===== config.mk =====
export PLATFORM = sky130hd
export DESIGN_NAME = afrf_sender_table
export DESIGN_NICKNAME = d
export VERILOG_FILES = /design/src/rtl/afrf_pkg.sv /design/src/rtl/afrf_sender_table.sv
export SDC_FILE = /design/constraint.sdc
export NUM_CORES = 2
export LEC_CHECK = 0
export BUFFER_PORTS_ARGS = -buffer_cell sky130_fd_sc_hd__buf_4
export CORE_MARGIN = 4
export CORE_UTILIZATION = 56
export DETAILED_ROUTE_END_ITERATION = 8
export PLACE_DENSITY_LB_ADDON = 0.15
export SYNTH_ARGS = -nofsm -noshare
export SYNTH_HDL_FRONTEND = slang
export SYNTH_SLANG_ARGS = --single-unit

===== constraint.sdc =====
create_clock -name clk -period 5.97 [get_ports clk]
set_input_delay 0.8955 -clock clk [delete_from_list [all_inputs] [get_ports clk]]
set_output_delay 0.8955 -clock clk [all_outputs]
set_load 0.005 [all_outputs]

===== src/rtl/afrf_pkg.sv =====
package afrf_pkg;

    // Default sizes
    localparam int DEF_MAX_FRAME_BYTES = 240;
    localparam int DEF_SENDER_SLOTS    = 16;

    // Frame layout
    localparam int HDR_BYTES       = 19;
    localparam int TAG_BYTES       = 16;
    localparam int MIN_FRAME_BYTES = HDR_BYTES + TAG_BYTES;

    localparam logic [7:0] MAGIC_0  = 8'h48;
    localparam logic [7:0] MAGIC_1  = 8'h4C;
    localparam logic [7:0] VERSION  = 8'h01;
    localparam logic [7:0] IPAD     = 8'h36;
    localparam logic [7:0] OPAD     = 8'h5C;
    localparam logic [7:0] PAD_MARK = 8'h80;

    // Result status codes
    localparam logic [2:0] ST_FORWARD  = 3'd0;
    localparam logic [2:0] ST_BAD_LEN  = 3'd1;
    localparam logic [2:0] ST_BAD_HDR  = 3'd2;
    localparam logic [2:0] ST_BAD_NET  = 3'd3;
    localparam logic [2:0] ST_LEN_MISM = 3'd4;
    localparam logic [2:0] ST_BAD_TAG  = 3'd5;
    localparam logic [2:0] ST_REPLAY   = 3'd6;
    localparam logic [2:0] ST_TTL_ZERO = 3'd7;

    // Register indexes
    localparam logic [2:0] REG_NETWORK = 3'd0;
    localparam logic [2:0] REG_KEY0    = 3'd1;
    localparam logic [2:0] REG_KEY1    = 3'd2;
    localparam logic [2:0] REG_KEY2    = 3'd3;
    localparam logic [2:0] REG_KEY3    = 3'd4;

    typedef enum logic [2:0] {
        S_COLLECT,
        S_CHECK,
        S_FILL,
        S_START,
        S_HASH,
        S_LOOKUP,
        S_RESULT
    } afrf_state_t;

    // Sender table requests and answer
    typedef struct packed {
        logic scan;
        logic upd;
    } tbl_req_t;

    typedef struct packed {
        logic        done;
        logic        hit;
        logic [63:0] prev;
    } tbl_rsp_t;

endpackage


===== src/rtl/afrf_sender_table.sv =====
module afrf_sender_table #(
    parameter int SENDER_SLOTS = afrf_pkg::DEF_SENDER_SLOTS
) (
    input  logic               clk,
    input  logic               rst_n,
    input  afrf_pkg::tbl_req_t req,
    input  logic [31:0]        who,
    input  logic [63:0]        ctr,
    output afrf_pkg::tbl_rsp_t rsp
);
    import afrf_pkg::*;

    localparam int IW = (SENDER_SLOTS > 1) ? $clog2(SENDER_SLOTS) : 1;
    localparam int CW = $clog2(SENDER_SLOTS + 1);
    localparam logic [IW-1:0] LAST_SLOT = IW'(SENDER_SLOTS - 1);
    localparam logic [CW-1:0] SLOT_CNT  = CW'(SENDER_SLOTS);

    logic [31:0] sender_mem  [SENDER_SLOTS];
    logic [63:0] counter_mem [SENDER_SLOTS];

    logic [SENDER_SLOTS-1:0] valid_reg;
    logic [31:0]             rd_sender;
    logic [63:0]             rd_counter;
    logic                    scan_reg;
    logic [CW-1:0]           rd_idx_reg;
    logic                    pend_reg;
    logic [IW-1:0]           slot_d_reg;
    logic                    hit_reg;
    logic [IW-1:0]           hit_idx_reg;
    logic [63:0]             prev_reg;
    logic                    done_reg;
    logic [IW-1:0]           ptr_reg;

    logic          rd_en;
    logic          match_now;
    logic          finish;
    logic [IW-1:0] wr_idx;

    // Scan one slot per cycle
    assign rd_en     = scan_reg && (rd_idx_reg < SLOT_CNT);
    assign match_now = pend_reg && valid_reg[slot_d_reg] && (rd_sender == who);
    assign finish    = scan_reg && pend_reg && (match_now || (slot_d_reg == LAST_SLOT));
    assign wr_idx    = hit_reg ? hit_idx_reg : ptr_reg;

    always_ff @(posedge clk)
    begin
        if (rd_en)
        begin
            rd_sender  <= sender_mem[rd_idx_reg[IW-1:0]];
            rd_counter <= counter_mem[rd_idx_reg[IW-1:0]];
        end
        if (req.upd)
        begin
            sender_mem[wr_idx]  <= who;
            counter_mem[wr_idx] <= ctr;
        end
        if (finish)
        begin
            hit_idx_reg <= slot_d_reg;
            prev_reg    <= match_now ? rd_counter : 64'd0;
        end
        slot_d_reg <= rd_idx_reg[IW-1:0];
    end

    always_ff @(posedge clk or negedge rst_n)
    begin
        if (!rst_n)
        begin
            valid_reg  <= '0;
            scan_reg   <= 1'b0;
            rd_idx_reg <= '0;
            pend_reg   <= 1'b0;
            hit_reg    <= 1'b0;
            done_reg   <= 1'b0;
            ptr_reg    <= '0;
        end
        else
        begin
            done_reg <= finish;
            pend_reg <= rd_en;
            if (req.scan)
            begin
                scan_reg   <= 1'b1;
                rd_idx_reg <= '0;
                pend_reg   <= 1'b0;
                hit_reg    <= 1'b0;
            end
            else
            begin
                if (rd_en)
                    rd_idx_reg <= rd_idx_reg + CW'(1);
                if (finish)
                begin
                    scan_reg <= 1'b0;
                    hit_reg  <= match_now;
                end
            end
            // New sender takes the round-robin slot
            if (req.upd && !hit_reg)
            begin
                valid_reg[ptr_reg] <= 1'b1;
                ptr_reg <= (ptr_reg == LAST_SLOT) ? '0 : ptr_reg + IW'(1);
            end
        end
    end

    assign rsp.done = done_reg;
    assign rsp.hit  = hit_reg;
    assign rsp.prev = prev_reg;

endmodule


==> results.yml <==
run_status:
  status: "finished, final reports clean"
power_and_ir_drop:
  vdd_drop_max_mv: 0.367
  leakage_uw: 0.0232
  p_per_area_nw_per_um2: 378
cts:
  cts-root-buf: "clkbuf_16"
  max-clock-path-buffers: 3
  postCtsSetupBuffers: 0
  cts-resized-gates: 0
  numCtsBuffers: 170
  insertion_delay_ns: 0.77
  cts_hold_buf: 0
  tritoncts: "done"
  clk_pin_slew_worst_paths_ns: 0.06
  cts.htree.levels: 4
  cts.sinks: 1733
timing:
  finalHoldViolCount: 0
  finalSetupViolations: 0
  post-route-min-period_ns: 3.31
  clock_skew_ns: 0.0273
  tightest_slew_ns: 1.04
  rsz0062_at_grt: "no"
  fin_crit_sh_pct: 55.4
  setup_ws_ns: 2.66
  relSlewSlack_pct: 30.8
  setup_tns_ns: 0
  final_max_slew_viol_count: 0
  fmax_ghz: 0.302
cells_and_area:
  fillers: 7351
  multiInputGateArea_sq_um: 12500
  largest_reg_flops: 1024
  largest_registers: "counter_mem (1024), sender_mem (512)"
  syn_to_final_growth_pct: 13.6
  drive_gt1_share_pct: 32.4
  nets: 2942
  final_cell_area_sq_um: 73700
  register_area_sq_um: 51900
  regMostFlops: "counter_mem"
yosys:
  synth_area_per_cell_sq_um: 25.2
  syn-cell-area_sq_um: 64800
  synth_flop_cell: "edfxtp_1"
  post-synth-top-area-cell: "edfxtp_1"
  yosysTopAreaCellShare_pct: 78.7
  synth-seq-cells: 1733
  syn_nets: 2680
  yosysUniqueCellTypes: 37
  ys_warn_count: 0
  ys_seq_area_share_pct: 80.0
  async_flop_share_pct: 1.67
  synth_edf_count: 1700
  syn_inst: 2575
  synth_area_leaders: "edfxtp_1 (79%), mux4_2 (17%), dfrtp_1 (1.1%)"
setup_path:
  critPathRequiredTime_ns: 6.36
  cp-end-kind: "register"
  reg2reg_from: "hit_reg"
  worstSetupPathType: "register to register"
  path_cells: "nor2b_1 -> a21oi_1 -> nand2b_1 -> nor2_4 -> buf_4"
  r2r_cells: 5
  endpoint: "counter_mem[4][40]"
  cpPeakStageDelay_ns: 0.81
  rrSetupSlack_ns: 2.66
  cp_data_arrival_time_ns: 3.69
  r2r_end: "counter_mem[4][40]"
  slowest_stage: "nor2_4"
  cp_max_fo: 23
  critPathLaunchType: "register"
  startpoint: "hit_reg"
route:
  drtAntennaViolNets: 0
  viasPerCell: 6.34
  wl_um: 141000
  wl_per_cell_um: 31.4
  remaining_drc_errors: 0
  drtIter0Drc: 3154
  firstDrtPassIters: 5
  via_count: 28500
die:
  core_area_sq_um: 115000
  die_area_sq_um: 121000
  die_height_um: 348
  fp-row-count: 124
  start_util_pct: 56.6
  io-pin-count: 166
  die_width_um: 348
grt:
  grt_max_degree: 126
  grt.overflow.total: 0
  grt.busiest_layer: "met2"
  grt_pass1_wl_um: 207000
  groute.usage.overall_pct: 23.8
  grt_use_met2_pct: 38.2
  gr-usage-met3_pct: 5.13
  grt_pass1_vias: 29900
  grt.met1_usage_pct: 34.3
  antenna_found_initial: 14
hold_path:
  min_path_type: "primary input to asynchronous set/reset pin"
place:
  gp_congestion: 0.759
  io_buffer_count: 165
  dpl.hpwl_um: 66500
  place_ws_ns: 2.13
  place_area_sq_um: 68200
run:
  max_cap_violations: 0
[synth_stat cells, types with 7 or more instances]
| master | number |
|---|---|
| buf_2 | 44 |
| mux4_2 | 484 |
| nor2_1 | 28 |
| nand2_1 | 11 |
| edfxtp_1 | 1700 |
| and2_1 | 65 |
| xnor2_1 | 30 |
| xor2_1 | 7 |
| inv_1 | 7 |
| clkbuf_1 | 70 |
| dfrtp_1 | 29 |
| a21o_1 | 16 |
| nand4_1 | 14 |
[layer usage]
| layer | vias to the layer above | wire length (um) |
|---|---|---|
| met3 | 251 | 10800 |
| met5 | - | 110 |
| met1 | 15500 | 57200 |
| li1 | 11600 | - |
| met2 | 1113 | 69700 |
| met4 | 16 | 2960 |
[worst min path at each step]
stage                     to  slack, ns  cells after the start
2_1_floorplan  slot_d_reg[2]       0.35                      0
3_3_place_gp    valid_reg[6]       0.43                      1
3_5_place_dp    valid_reg[8]       0.44                      1
4_1_cts           ptr_reg[0]       0.03                      1
5_1_grt        rd_idx_reg[2]       0.07                      1
6_report          ptr_reg[0]       0.06                      1
[worst max-delay path: cells and delay by family, from the launching register on]
kind,cells,cell delay (ns)
simple gates,3,1.38
flops,1,0.76
buf+inv,1,0.60
compound gates,1,0.14
[stage by stage]
| stage | utilization, % | total power [uW] | std cells | hold WS [ns] |
|---|---|---|---|---|
| 2_1_floorplan | - | 16600 | 2575 | 0.345 |
| 3_3_place_gp | 59.5 | 17500 | 4177 | 0.435 |
| 3_5_place_dp | 59.5 | 17600 | 4177 | 0.442 |
| 4_1_cts | 64.2 | 28100 | 4484 | 0.0251 |
| 5_1_grt | 64.2 | 28800 | 4486 | 0.0675 |
| 6_report | 64.3 | 27800 | 4491 | 0.0623 |
[report_power, final]
group / internal [uW] / switching [uW]
Clock: 6040 / 4450
Combinational: 1020 / 1540
Sequential: 14500 / 299
Total: 21500 / 6290
[cells in the final DEF, fill, tap and decap left out, types with 25 or more instances in the layout]
cell type	instances
edfxtp_1	1700
mux4_2	484
buf_4	193
clkbuf_16	173
and2_1	65
clkbuf_1	38
clkinv_2	31
xnor2_1	30
clkinv_1	29
dfrtp_1	25
[cells by family after synthesis]
group | share of synthesized area [%]
AOI/OAI and AO/OA | 0.390
xor gates and xnor gates | 0.500
adders and majority gates | 0.0965
buffers and inverters | 0.930
DFF | 80.0
muxes | 16.9
and+or+nand+nor | 1.25
[final cells by class]
cell class | instances | area share, %
clock buffers | 212 | 6.09
multi-input cells | 711 | 17.0
flip-flops and latches | 1733 | 70.4
inverters | 7 | 0.0357
well taps | 1512 | 2.57
clock inverters | 95 | 1.34
diodes | 7 | 0.0238
repair buffers | 214 | 2.54
(Power assumes the default switching activity.)
