[src/rtl/afrf_sha_core.sv]
module afrf_sha_core (
    input  logic         clk,
    input  logic         rst_n,
    input  logic         start,
    input  logic         init,
    input  logic [511:0] block,
    output logic         busy,
    output logic         done,
    output logic [255:0] digest
);

    localparam logic [31:0] K [64] = '{
        32'h428a2f98, 32'h71374491, 32'hb5c0fbcf, 32'he9b5dba5,
        32'h3956c25b, 32'h59f111f1, 32'h923f82a4, 32'hab1c5ed5,
        32'hd807aa98, 32'h12835b01, 32'h243185be, 32'h550c7dc3,
        32'h72be5d74, 32'h80deb1fe, 32'h9bdc06a7, 32'hc19bf174,
        32'he49b69c1, 32'hefbe4786, 32'h0fc19dc6, 32'h240ca1cc,
        32'h2de92c6f, 32'h4a7484aa, 32'h5cb0a9dc, 32'h76f988da,
        32'h983e5152, 32'ha831c66d, 32'hb00327c8, 32'hbf597fc7,
        32'hc6e00bf3, 32'hd5a79147, 32'h06ca6351, 32'h14292967,
        32'h27b70a85, 32'h2e1b2138, 32'h4d2c6dfc, 32'h53380d13,
        32'h650a7354, 32'h766a0abb, 32'h81c2c92e, 32'h92722c85,
        32'ha2bfe8a1, 32'ha81a664b, 32'hc24b8b70, 32'hc76c51a3,
        32'hd192e819, 32'hd6990624, 32'hf40e3585, 32'h106aa070,
        32'h19a4c116, 32'h1e376c08, 32'h2748774c, 32'h34b0bcb5,
        32'h391c0cb3, 32'h4ed8aa4a, 32'h5b9cca4f, 32'h682e6ff3,
        32'h748f82ee, 32'h78a5636f, 32'h84c87814, 32'h8cc70208,
        32'h90befffa, 32'ha4506ceb, 32'hbef9a3f7, 32'hc67178f2
    };

    localparam logic [31:0] IV [8] = '{
        32'h6a09e667, 32'hbb67ae85, 32'h3c6ef372, 32'ha54ff53a,
        32'h510e527f, 32'h9b05688c, 32'h1f83d9ab, 32'h5be0cd19
    };

    function automatic logic [31:0] ror(input logic [31:0] x, input int n);
        return (x >> n) | (x << (32 - n));
    endfunction

    logic [31:0] w_reg [16];
    logic [31:0] v_reg [8];
    logic [31:0] h_reg [8];
    logic [5:0]  rnd_reg;
    logic        run_reg;
    logic        fin_reg;
    logic        done_reg;

    logic [31:0] e1, ch, t1, a0, mj, t2, s0, s1, w_new;

    // One compression round and one schedule word
    always_comb
    begin
        e1    = ror(v_reg[4], 6) ^ ror(v_reg[4], 11) ^ ror(v_reg[4], 25);
        ch    = (v_reg[4] & v_reg[5]) ^ (~v_reg[4] & v_reg[6]);
        t1    = v_reg[7] + e1 + ch + K[rnd_reg] + w_reg[0];
        a0    = ror(v_reg[0], 2) ^ ror(v_reg[0], 13) ^ ror(v_reg[0], 22);
        mj    = (v_reg[0] & v_reg[1]) ^ (v_reg[0] & v_reg[2]) ^ (v_reg[1] & v_reg[2]);
        t2    = a0 + mj;
        s0    = ror(w_reg[1], 7) ^ ror(w_reg[1], 18) ^ (w_reg[1] >> 3);
        s1    = ror(w_reg[14], 17) ^ ror(w_reg[14], 19) ^ (w_reg[14] >> 10);
        w_new = w_reg[0] + s0 + w_reg[9] + s1;
    end

    // Control
    always_ff @(posedge clk or negedge rst_n)
    begin
        if (!rst_n)
        begin
            rnd_reg  <= '0;
            run_reg  <= 1'b0;
            fin_reg  <= 1'b0;
            done_reg <= 1'b0;
        end
        else
        begin
            done_reg <= fin_reg;
            fin_reg  <= 1'b0;
            if (start)
            begin
                run_reg <= 1'b1;
                rnd_reg <= '0;
            end
            else if (run_reg)
            begin
                rnd_reg <= rnd_reg + 6'd1;
                if (rnd_reg == 6'd63)
                begin
                    run_reg <= 1'b0;
                    fin_reg <= 1'b1;
                end
            end
        end
    end

    // Datapath
    always_ff @(posedge clk)
    begin
        if (start)
        begin
            for (int i = 0; i < 8; i++)
            begin
                v_reg[i] <= init ? IV[i] : h_reg[i];
                if (init)
                    h_reg[i] <= IV[i];
            end
            for (int i = 0; i < 16; i++)
                w_reg[i] <= block[511 - 32*i -: 32];
        end
        else if (run_reg)
        begin
            v_reg[7] <= v_reg[6];
            v_reg[6] <= v_reg[5];
            v_reg[5] <= v_reg[4];
            v_reg[4] <= v_reg[3] + t1;
            v_reg[3] <= v_reg[2];
            v_reg[2] <= v_reg[1];
            v_reg[1] <= v_reg[0];
            v_reg[0] <= t1 + t2;
            for (int i = 0; i < 15; i++)
                w_reg[i] <= w_reg[i + 1];
            w_reg[15] <= w_new;
        end
        else if (fin_reg)
        begin
            for (int i = 0; i < 8; i++)
                h_reg[i] <= h_reg[i] + v_reg[i];
        end
    end

    assign busy   = run_reg | fin_reg;
    assign done   = done_reg;
    assign digest = {h_reg[0], h_reg[1], h_reg[2], h_reg[3],
                     h_reg[4], h_reg[5], h_reg[6], h_reg[7]};

endmodule

[config.mk]
export PLATFORM = sky130hd
export DESIGN_NAME = afrf_sha_core
export DESIGN_NICKNAME = d
export VERILOG_FILES = /design/src/rtl/afrf_sha_core.sv
export SDC_FILE = /design/constraint.sdc
export NUM_CORES = 2
export LEC_CHECK = 0
export ABC_AREA = 1
export BUFFER_PORTS_ARGS = -buffer_cell sky130_fd_sc_hd__buf_2
export CELL_PAD_IN_SITES_DETAIL_PLACEMENT = 2
export CELL_PAD_IN_SITES_GLOBAL_PLACEMENT = 2
export CORE_ASPECT_RATIO = 1.5
export CORE_MARGIN = 10
export CORE_UTILIZATION = 37
export CTS_CLUSTER_DIAMETER = 50
export DETAILED_ROUTE_END_ITERATION = 10
export GPL_TIMING_DRIVEN = 0
export PLACE_DENSITY = 0.82
export SETUP_SLACK_MARGIN = 0.02
export SYNTH_ARGS = -nofsm -noshare
export SYNTH_HDL_FRONTEND = slang
export SYNTH_SLANG_ARGS = --single-unit
[constraint.sdc]
create_clock -name clk -period 21.5 [get_ports clk]
set_input_delay 3.225 -clock clk [delete_from_list [all_inputs] [get_ports clk]]
set_output_delay 3.225 -clock clk [all_outputs]
set_load 0.01 [all_outputs]
==> results.md <==
* Hold buffer count at CTS at 0
* Synthesized cell area at 73,100 um^2
* Post-route setup slack at 10.40 ns
* CTS tree: done
* Routed WL at 455,000 um
* Post-synthesis xor/xnor area fraction at 0.0388
* Clock Sink Count at 1,033
* Area growth syn-to-layout at 16.9%
* # IOs at 774
* Hold path startpoint: fin_reg$_DFF_PN0_
* Adder-cell share of the synthesized area at 0.120
* Max Fanout on Critical Path at 11
* Initial DRC count at 6,197
* Number of I/O port buffers at 772
* Post-CTS sizing at 0
* DP Area at 80,600 um^2
* Post-synthesis mux area share at 0
* Final nets at 10,700
* Share of cells above drive strength 1 at 0.130
* Number of routed nets with antenna violations at 0
* Most frequent CP cell: inv_1
* Reg2reg path depth at 37
* Final core occ at 0.435
* Synthesis-stage register bit count at 1,033
* Reg-to-reg endpoint: v_reg[0][30]$_DFFE_PP_
* Clk root buf: clkbuf_16
* Max reg flops at 512
* Initial antenna violation count at 72
* GP Congestion at 1.03
* Detailed-route wire length per cell at 36.7 um
* CTS buffer count at 147
* Setup WS pre-CTS at 10.65 ns
* Post-Syn Nets at 9,805
* First-pass GRT wire length at 623,000 um
* Worst Tran Pin Value at 1.61 ns
* Worst Hold End: done$_DFF_PN0_
* Fin Clk Skew at 0.0975 ns
* Overflow after GRT at 0
* Total number of vias at 73,500
* Avg Cell Area, Syn at 8.40 um^2
* Number of global-route vias before repair at 80,700
* Filler cells at 22,200
* Fin. Hold Viols at 0
* Fin crit period at 11.10 ns
* Clock transition at the registers of the reported paths at 0.06 ns
* Vias per inst at 5.92
* DRC at 0
* CP max stage cell: nor2_1
* Crit start category: flop
* Unrepaired setup endpoints after global routing: false
* Starting Density at 0.372
* Asr flop ratio synth at 0.00871
* CP Capture Type: flop
* Design area at 85,400 um^2
* # H-tree levels at 4
* Number of synthesized flops with an enable pin at 1,024
* Setup Viol. Count Final at 0
* Fin. max-slew vios at 33
* Failing checks: capacitance limit, slew limit
* Post-CTS Setup Bufs at 0
* Unique masters post-synth at 77
* Final worst path period share at 0.517
* Buffers & Inverters on Critical Path at 9
* Most common flop cell mapped by yosys: edfxtp_1
* Crit Path Class: reg -> reg
* Synth Area in Simple Gates at 0.203
* Die Wd at 383 um
* Crit path DAT at 11.67 ns
* Latest clock arrival within the worst-skew pair at 0.88 ns
* Drt first pass iters at 6
* Hold/Removal Path Class: reg -> reg
* Ys Warns at 0
* Die Span Y at 564 um
* Core area at 196,000 um^2
* Post-synthesis sequential area ratio at 0.424
* Data required time at the worst endpoint at 22.07 ns
* Reg-to-reg startpoint: rnd_reg[1]$_DFFE_PN0P_
* Largest family of logic cells by synthesized area: simple AND/OR/NAND/NOR gates
* Row Count at 199
* Slowest stage delay, CP at 0.97 ns
* CP top delay family: adder cells
* Worst Hold Path Cells at 0
* MaxCap Viol Count at 3
* Synth Area in Compound Gates at 0.145
* Dpl hpwl at 368,000 um
* Worst R2R Setup Slack at 10.40 ns
* Status: finished with violations
* Tot GR Track Use at 0.405
* Fmax at 90.1 MHz
* Setup TNS at 0 ns
* Largest net degree at the start of global routing at 126
* Max-slew headroom at -0.0739
* Die footprint at 216,000 um^2
* Bufs on Longest Clock Path at 4
* Levels on crit path at 37
* Synth Instances at 8,704
logic make-up after synthesis:
family,after synthesis
and+or+nand+nor,3705
AOI/OAI and AO/OA,1764
buffers and inverters,1296
DFF,1033
adders and majority gates,585
xor gates and xnor gates,321
how the worst max path moves through the flow:
| stage | from | to |
|---|---|---|
| global placement | start | h_reg[0][52]$_SDFFCE_PN0P_ |
| global route | rnd_reg[1]$_DFFE_PN0P_ | v_reg[0][30]$_DFFE_PP_ |
| CTS | rnd_reg[1]$_DFFE_PN0P_ | v_reg[0][30]$_DFFE_PP_ |
| detailed placement | rnd_reg[0]$_DFFE_PN0P_ | v_reg[0][30]$_DFFE_PP_ |
| finish | rnd_reg[1]$_DFFE_PN0P_ | v_reg[0][30]$_DFFE_PP_ |
| floorplan | start | h_reg[0][0]$_SDFFCE_PN1P_ |
layout make-up:
type | instances | area, um^2 | share of cell area
sequential | 1033 | 31000 | 0.363
clock inverter | 78 | 873 | 0.0102
tap | 2613 | 3270 | 0.0383
buffer | 285 | 1230 | 0.0144
clock buffer | 172 | 3830 | 0.0449
multi-input combinational | 6375 | 37100 | 0.434
inverter | 1011 | 3800 | 0.0445
antenna | 48 | 120 | 0.00141
timing repair buffer | 789 | 4250 | 0.0498
routing by layer:
metal	global-route usage	up-vias	routed length [um]	part of all wire
met4	0.372	28	51400	0.11
li1	-	31100	-	-
met1	0.407	37300	151000	0.33
met3	0.0858	1443	31600	0.069
met2	0.699	3591	221000	0.48
met5	0	-	172	0.00038
through the flow:
stage	hold WS, ns	instances
after floorplan	0.354	8704
after global placement	0.381	12100
after detailed placement	0.390	12100
after CTS	0.413	12400
after global routing	0.425	12400
final	0.411	12400
cells in the mapped netlist (all sizes together) (8+ instances only):
library cell / count / area share
a21o: 79 / 0.0081
or2: 36 / 0.0031
edfxtp: 1024 / 0.42
o21a: 53 / 0.0055
o31ai: 13 / 0.0013
fa: 195 / 0.053
nor4: 19 / 0.0020
o22ai: 9 / 0.00077
a22o: 49 / 0.0059
a21boi: 24 / 0.0029
nor3: 75 / 0.0053
nand3b: 14 / 0.0014
buf: 132 / 0.0089
xnor2: 144 / 0.017
a221oi: 22 / 0.0026
clkbuf: 153 / 0.0079
o21bai: 65 / 0.0082
dfrtp: 9 / 0.0031
o22a: 55 / 0.0066
o221ai: 14 / 0.0017
ha: 390 / 0.067
nand3: 287 / 0.020
a21oi: 632 / 0.044
nand2: 2664 / 0.14
a211oi: 9 / 0.00092
xor2: 177 / 0.022
nor2: 547 / 0.028
a31oi: 69 / 0.0059
nand4: 55 / 0.0047
o21ai: 601 / 0.042
inv: 1009 / 0.052
o311ai: 8 / 0.00096
o211ai: 26 / 0.0030
placed cells by master (no fill, tap or decap), types with 15 or more instances in the layout:
cell type     n
a21o_1       79
a21oi_1     618
a221oi_1     22
a22o_1       49
a31oi_1      69
buf_1        18
buf_2       882
clkbuf_1    168
clkbuf_16   149
clkinv_1     22
diode_2      48
edfxtp_1   1024
fa_1        195
ha_1        390
inv_1       994
nand2_1    2650
nand3_1     279
nand4_1      55
nor2_1      540
nor3_1       72
nor4_1       16
o211ai_1     23
o21a_1       52
o21ai_0     550
o21ai_1      36
o21ai_2      15
o21bai_1     49
o22a_1       55
or2_2        30
xnor2_1     144
xor2_1      174
Power is left out: the tool's default activity adds up to more than one toggle a clock period on the data nets, which glitch-free logic cannot reach.
